### src/mhmm_pkg.sv
package mhmm_pkg;

	localparam int PIXEL_BITS = 12;
	localparam int MAX_DIM    = 4096;

	localparam int NUM_BINS  = 1 << PIXEL_BITS;
	localparam int PIX_W     = 16;
	localparam int DIM_W     = 13;
	localparam int DEPTH_W   = 5;
	localparam int BIN_W     = 25;
	localparam int SUM_W     = 40;
	localparam int POS_W     = 24;
	localparam int SIZE_W    = 25;
	localparam int MEAN_W    = 24;
	localparam int IDX_W     = 16;
	localparam int CFG_IDX_W = 2;
	localparam int CFG_DAT_W = 13;
	localparam int FRAC_W    = 8;
	localparam int DVD_W     = SUM_W + FRAC_W;

	localparam logic [DIM_W-1:0]   RESET_WIDTH  = DIM_W'(640);
	localparam logic [DIM_W-1:0]   RESET_HEIGHT = DIM_W'(480);
	localparam logic [DEPTH_W-1:0] RESET_DEPTH  = DEPTH_W'(8);
	localparam logic [PIX_W-1:0]   LOW_TOP_BIN  = PIX_W'(255);

	typedef enum logic [1:0] {
		OP_PIXEL = 2'd0,
		OP_READ  = 2'd1,
		OP_CLEAR = 2'd2,
		OP_NONE  = 2'd3
	} op_t;

	typedef enum logic [CFG_IDX_W-1:0] {
		REG_FRAME_WIDTH  = 2'd0,
		REG_FRAME_HEIGHT = 2'd1,
		REG_BIT_DEPTH    = 2'd2,
		REG_USE_MASK     = 2'd3
	} reg_idx_t;

	localparam logic KIND_STATS = 1'b0;
	localparam logic KIND_BIN   = 1'b1;

	typedef struct packed {
		logic latch_in;
		logic clr_stats;
		logic clr_step;
		logic mem_rd;
		logic sel_bin;
		logic pix_update;
		logic div_start;
		logic load_stats;
		logic load_bin;
	} cmd_t;

	typedef struct packed {
		logic clr_last;
		logic frame_end;
		logic div_busy;
		logic out_full;
	} status_t;

	// Depths of eight bits or fewer all share the 256-bin range.
	function automatic logic [PIX_W-1:0] top_bin(input logic [DEPTH_W-1:0] depth);
		logic [DEPTH_W-1:0] d;
		logic [PIX_W:0]     t;
		begin
			d = (depth > DEPTH_W'(PIXEL_BITS)) ? DEPTH_W'(PIXEL_BITS) : depth;
			t = ((PIX_W+1)'(1) << d) - (PIX_W+1)'(1);
			top_bin = (d <= DEPTH_W'(8)) ? LOW_TOP_BIN : t[PIX_W-1:0];
		end
	endfunction

	function automatic logic [DIM_W-1:0] sat_dim(input logic [DIM_W-1:0] v);
		begin
			if (v == '0) begin
				sat_dim = DIM_W'(1);
			end else if (v > DIM_W'(MAX_DIM)) begin
				sat_dim = DIM_W'(MAX_DIM);
			end else begin
				sat_dim = v;
			end
		end
	endfunction

endpackage

### src/mhmm_ctrl.sv
module mhmm_ctrl
	import mhmm_pkg::*;
(
	input  logic       clk,
	input  logic       arst_n,
	input  logic       in_valid,
	output logic       in_ready,
	input  logic [1:0] opcode,
	input  logic       out_ready,
	input  status_t    sts,
	output cmd_t       cmd
);

	typedef enum logic [2:0] {
		S_CLEAR,
		S_IDLE,
		S_PIX_RD,
		S_PIX_WR,
		S_DIV_GO,
		S_DIV_RUN,
		S_BIN_RD,
		S_BIN_OUT
	} state_t;

	state_t state_q;
	logic   accept;
	logic   out_free;
	op_t    op;

	assign op       = op_t'(opcode);
	assign in_ready = state_q == S_IDLE;
	assign accept   = in_valid && in_ready;
	assign out_free = !sts.out_full || out_ready;

	always_comb begin
		cmd           = '0;
		cmd.latch_in  = accept;
		cmd.clr_stats = accept && op == OP_CLEAR;
		unique case (state_q)
			S_CLEAR:   cmd.clr_step   = 1'b1;
			S_PIX_RD:  cmd.mem_rd     = 1'b1;
			S_PIX_WR:  cmd.pix_update = 1'b1;
			S_DIV_GO:  cmd.div_start  = 1'b1;
			S_DIV_RUN: cmd.load_stats = !sts.div_busy && out_free;
			S_BIN_RD: begin
				cmd.mem_rd  = 1'b1;
				cmd.sel_bin = 1'b1;
			end
			S_BIN_OUT: cmd.load_bin   = out_free;
			default:   ;
		endcase
	end

	always_ff @(posedge clk or negedge arst_n) begin
		if (!arst_n) begin
			state_q <= S_CLEAR;
		end else begin
			unique case (state_q)
				S_CLEAR: begin
					if (sts.clr_last) begin
						state_q <= S_IDLE;
					end
				end
				S_IDLE: begin
					if (accept) begin
						unique case (op)
							OP_PIXEL: state_q <= S_PIX_RD;
							OP_READ:  state_q <= S_BIN_RD;
							OP_CLEAR: state_q <= S_CLEAR;
							OP_NONE:  state_q <= S_IDLE;
							default:  state_q <= S_IDLE;
						endcase
					end
				end
				S_PIX_RD: state_q <= S_PIX_WR;
				S_PIX_WR: state_q <= sts.frame_end ? S_DIV_GO : S_IDLE;
				S_DIV_GO: state_q <= S_DIV_RUN;
				S_DIV_RUN: begin
					if (cmd.load_stats) begin
						state_q <= S_IDLE;
					end
				end
				S_BIN_RD: state_q <= S_BIN_OUT;
				S_BIN_OUT: begin
					if (cmd.load_bin) begin
						state_q <= S_IDLE;
					end
				end
				default: state_q <= S_IDLE;
			endcase
		end
	end

`ifndef SYNTHESIS
	// A finished result must never overwrite one that has not been taken.
	assert property (@(posedge clk) disable iff (!arst_n)
		(cmd.load_stats || cmd.load_bin) |-> (!sts.out_full || out_ready))
		else $error("result loaded over a pending one");

	assert property (@(posedge clk) disable iff (!arst_n)
		(state_q == S_CLEAR && sts.clr_last) |=> (state_q == S_IDLE))
		else $error("clearing pass did not end on the last bin");

	assert property (@(posedge clk) disable iff (!arst_n)
		cmd.div_start |=> sts.div_busy)
		else $error("divider did not start");

	assert property (@(posedge clk) disable iff (!arst_n)
		(state_q == S_PIX_WR && !sts.frame_end) |=> (state_q == S_IDLE))
		else $error("pixel without frame end did not return to idle");
`endif

endmodule

### config.mk
export PLATFORM = sky130hd
export DESIGN_NAME = mhmm_ctrl
export DESIGN_NICKNAME = d
export VERILOG_FILES = /design/src/mhmm_pkg.sv /design/src/mhmm_ctrl.sv
export SDC_FILE = /design/constraint.sdc
export NUM_CORES = 1
export LEC_CHECK = 0
export BUFFER_PORTS_ARGS = -buffer_cell sky130_fd_sc_hd__buf_2
export CORE_AREA = 2 2 39 41
export CTS_CLUSTER_DIAMETER = 150
export DETAILED_ROUTE_END_ITERATION = 8
export DIE_AREA = 0 0 41 43
export PLACE_DENSITY_LB_ADDON = 0.25
export SETUP_SLACK_MARGIN = 0.02
export SLEW_MARGIN = 10
export SYNTH_ARGS = -nofsm -noshare
export SYNTH_HDL_FRONTEND = slang
export SYNTH_SLANG_ARGS = --single-unit
### constraint.sdc
create_clock -name clk -period 2.4 [get_ports clk]
set_input_delay 0.24 -clock clk [delete_from_list [all_inputs] [get_ports clk]]
set_output_delay 0.24 -clock clk [all_outputs]
set_load 0.01 [all_outputs]
==> results.py <==
metrics = {
    "global_routing": {
        "global_route.usage.total": 0.09849,
        "grt.busiest_layer": "met2",
        "met1_usage": 0.1032,
        "globalRouteMet2Util": 0.1281,
        "grt_pass1_vias": 288,
        "grt-ovfl-total": 0,
        "grt_max_degree": 13,
        "globalRouteMet3Util": 0.03665,
        "first_pass_grt_wire_length_um": 1069,
        "grt_antenna_before_repair": 0,
    },
    "timing": {
        "worst-slew-pin-transition_ns": 0.3256,
        "timing.final.max_slew_violations": 0,
        "period_minus_slack_ns": 1.605,
        "hold_vio_cnt_final": 0,
        "fin_tns_setup_ns": 0,
        "timing.final.crit_share": 0.6688,
        "relSlewSlack": 0.7829,
        "hold_slack_ns": 0.2172,
        "rsz0062_at_grt": "false",
        "setup_viol_count_final": 0,
        "fin_worst_skew_ns": 0.002047,
        "max_freq_mhz": 623.0,
    },
    "placed_design": {
        "dpl_cell_area_um2": 346.6,
        "gp_congestion": 0.6858,
        "io_buffer_count": 19,
        "detailed_place_hpwl_um": 557.7,
        "dpl.cell_count": 67,
    },
    "layout": {
        "layout.cells.non_filler": 72,
        "areaGrowthSynthToFinish_pct": 50.00,
        "layout_top_registers": "state_q (3)",
        "registers.top_by_ff_count": "state_q",
        "largest_register_ffs": 3,
        "drive_gt1_frac": 0.4107,
        "layout.nets": 67,
        "postLayoutCellArea_um2": 382.9,
        "final_core_util": 0.2767,
        "antenna-diode-count": 0,
    },
    "drt": {
        "avgViaCountPerCell": 4.403,
        "drtAntennaViolNets": 0,
        "detail_route.drc_violations": 0,
        "drt_iter0_drc": 3,
        "route.vias.total": 317,
        "totalWireLength_um": 706,
        "avgRoutedWirePerCell_um": 9.806,
        "1st_pass_router_iterations": 4,
    },
    "synthesis": {
        "synthesis.instances": 35,
        "yosys.cell_types.count": 17,
        "ys_ff_latch": 3,
        "total_nets_after_synthesis": 45,
        "post_synth_edffs": 0,
        "ys_seq_area_frac": 0.2941,
        "synth.largest_area_cell": "dfrtp_1",
        "avgSynthCellArea_um2": 7.293,
        "synth.top_cells.by_area": "dfrtp_1, nor3_1, nand3_1, inv_1, nor2_1",
        "syn_area_um2": 255.2,
        "postSynth.asyncResetShare": 1.000,
        "synth_flop_cell": "dfrtp_1",
        "synth.most_common_cell": "nor3_1",
        "synthDominantCellAreaShare": 0.2941,
        "synth.top_cells.by_count": "nor3_1, inv_1, nor2_1",
        "yosysWarnings": 0,
    },
    "floorplan": {
        "dieArea_um2": 1763,
        "start_util": 0.1844,
        "die_w_um": 41,
        "fp.dieH_um": 43,
        "io_pins": 20,
        "core_um2": 1384,
        "std_cell_rows": 14,
    },
    "cts": {
        "clkTransAtPathRegs_ns": 0.04,
        "tritoncts": "built",
        "cts_num_sinks": 3,
        "worst_skew_pair.late_latency_ns": 0.23,
        "ctsHtreeMaxLevel": 1,
        "cts_buffer_depth": 2,
        "clock_tree.root_cell": "clkbuf_4",
        "tritoncts.num_buffers": 3,
    },
    "power_and_ir_drop": {
        "worst_ir_drop_vdd_mv": 0.2648,
        "pwr_density_nw_per_um2": 1002,
        "power.static_leakage_uw": 0.0002108,
    },
    "worst_setup_path": {
        "critical-path-max-stage-delay_ns": 0.48,
        "critical_path_class": "reg2out",
        "crit_path_top_delay_cell": "dfrtp_1",
        "crit_path_start_kind": "flop",
        "worstPathArrival_ns": 1.37,
        "timing.critical_path.to_type": "output port",
        "path_cells": "nor2b_1 > nand3_1 > nor3_1 > buf_2",
        "worst-endpoint-required_ns": 2.16,
        "worst-path-max-fanout": 11,
    },
    "run_status": {
        "outcome": "finished clean",
    },
    "hold_path": {
        "path_category_of_the_worst_min_delay_check": "in2reg",
    },
    "job": {
        "timing.max_cap.violations": 0,
    },
}
[cells in the final DEF, fill, tap and decap left out, drive strengths merged]
master       count
nor2             4
nand3            3
nor3             5
o22ai            1
inv              4
nand2b           2
o21ai            2
clkbuf           4
and3             2
nand2            2
dfrtp            3
o2bb2ai          1
dlygate4sd3      1
buf             19
nor2b            1
a32oi            1
o31ai            1
[final timing paths]
check / start / slack (ns) / to / cells past startpoint
setup / recovery: state_q[1]$_DFFE_PN0P_ / 0.79 / cmd[7] / 4
hold / removal: opcode[1] / 0.22 / state_q[1]$_DFFE_PN0P_ / 2
setup reg to reg: state_q[1]$_DFFE_PN0P_ / 1.30 / state_q[1]$_DFFE_PN0P_ / 3
hold reg to reg: state_q[2]$_DFFE_PN0P_ / 0.63 / state_q[0]$_DFFE_PN0P_ / 2
max in group asynchronous: arst_n / 1.97 / state_q[0]$_DFFE_PN0P_ / 2
min in group asynchronous: arst_n / 0.33 / state_q[1]$_DFFE_PN0P_ / 2
[final cells by class]
type | count | area (um^2)
Fill cell | 164 | 1001
Multi-Input combinational cell | 25 | 141.4
Timing Repair Buffer | 20 | 105.1
Sequential cell | 3 | 75.07
Clock buffer | 4 | 26.28
Tap cell | 16 | 20.02
Inverter | 4 | 15.01
[report_power, final]
part,switching (uW),internal [uW]
Clock,27.0,62.4
Sequential,41.8,70.5
Combinational,102,79.9
Total,171,213
[through the flow]
| stage | setup slack (ns) | total power, uW |
|---|---|---|
| global placement | 1.082 | 300.0 |
| global route | 0.6702 | 423.9 |
| CTS | 0.7888 | 392.1 |
| finish | 0.7948 | 383.5 |
| detailed placement | 1.041 | 297.8 |
| floorplan | 1.238 | 250.8 |
[routing by layer]
| metal | up-vias | wire length (um) |
|---|---|---|
| met3 | 2 | 54 |
| li1 | 162 | - |
| met2 | 17 | 324 |
| met4 | 0 | 11 |
| met5 | - | 0 |
| met1 | 136 | 316 |
[kinds of logic after synthesis]
logic type / after synthesis / share of synthesized area
flip-flops: 3 / 0.2941
AO/OA/AOI/OAI: 6 / 0.1863
buffers and inverters: 7 / 0.1519
AND/OR/NAND/NOR: 19 / 0.3676
[timing repair]
action	in CTS	in global routing
buffers inserted	0	0
hold buffers	1	0
resized for setup	0	0
hold endpoints to repair	3	0
[worst max-delay path, delay by kind of cell, from the launching register on]
family,cells,cell delay (ns)
buffers and inverters,1,0.15
DFF,1,0.48
and+or+nand+nor,3,0.51
Note: power is estimated with default switching activity, not from simulation.
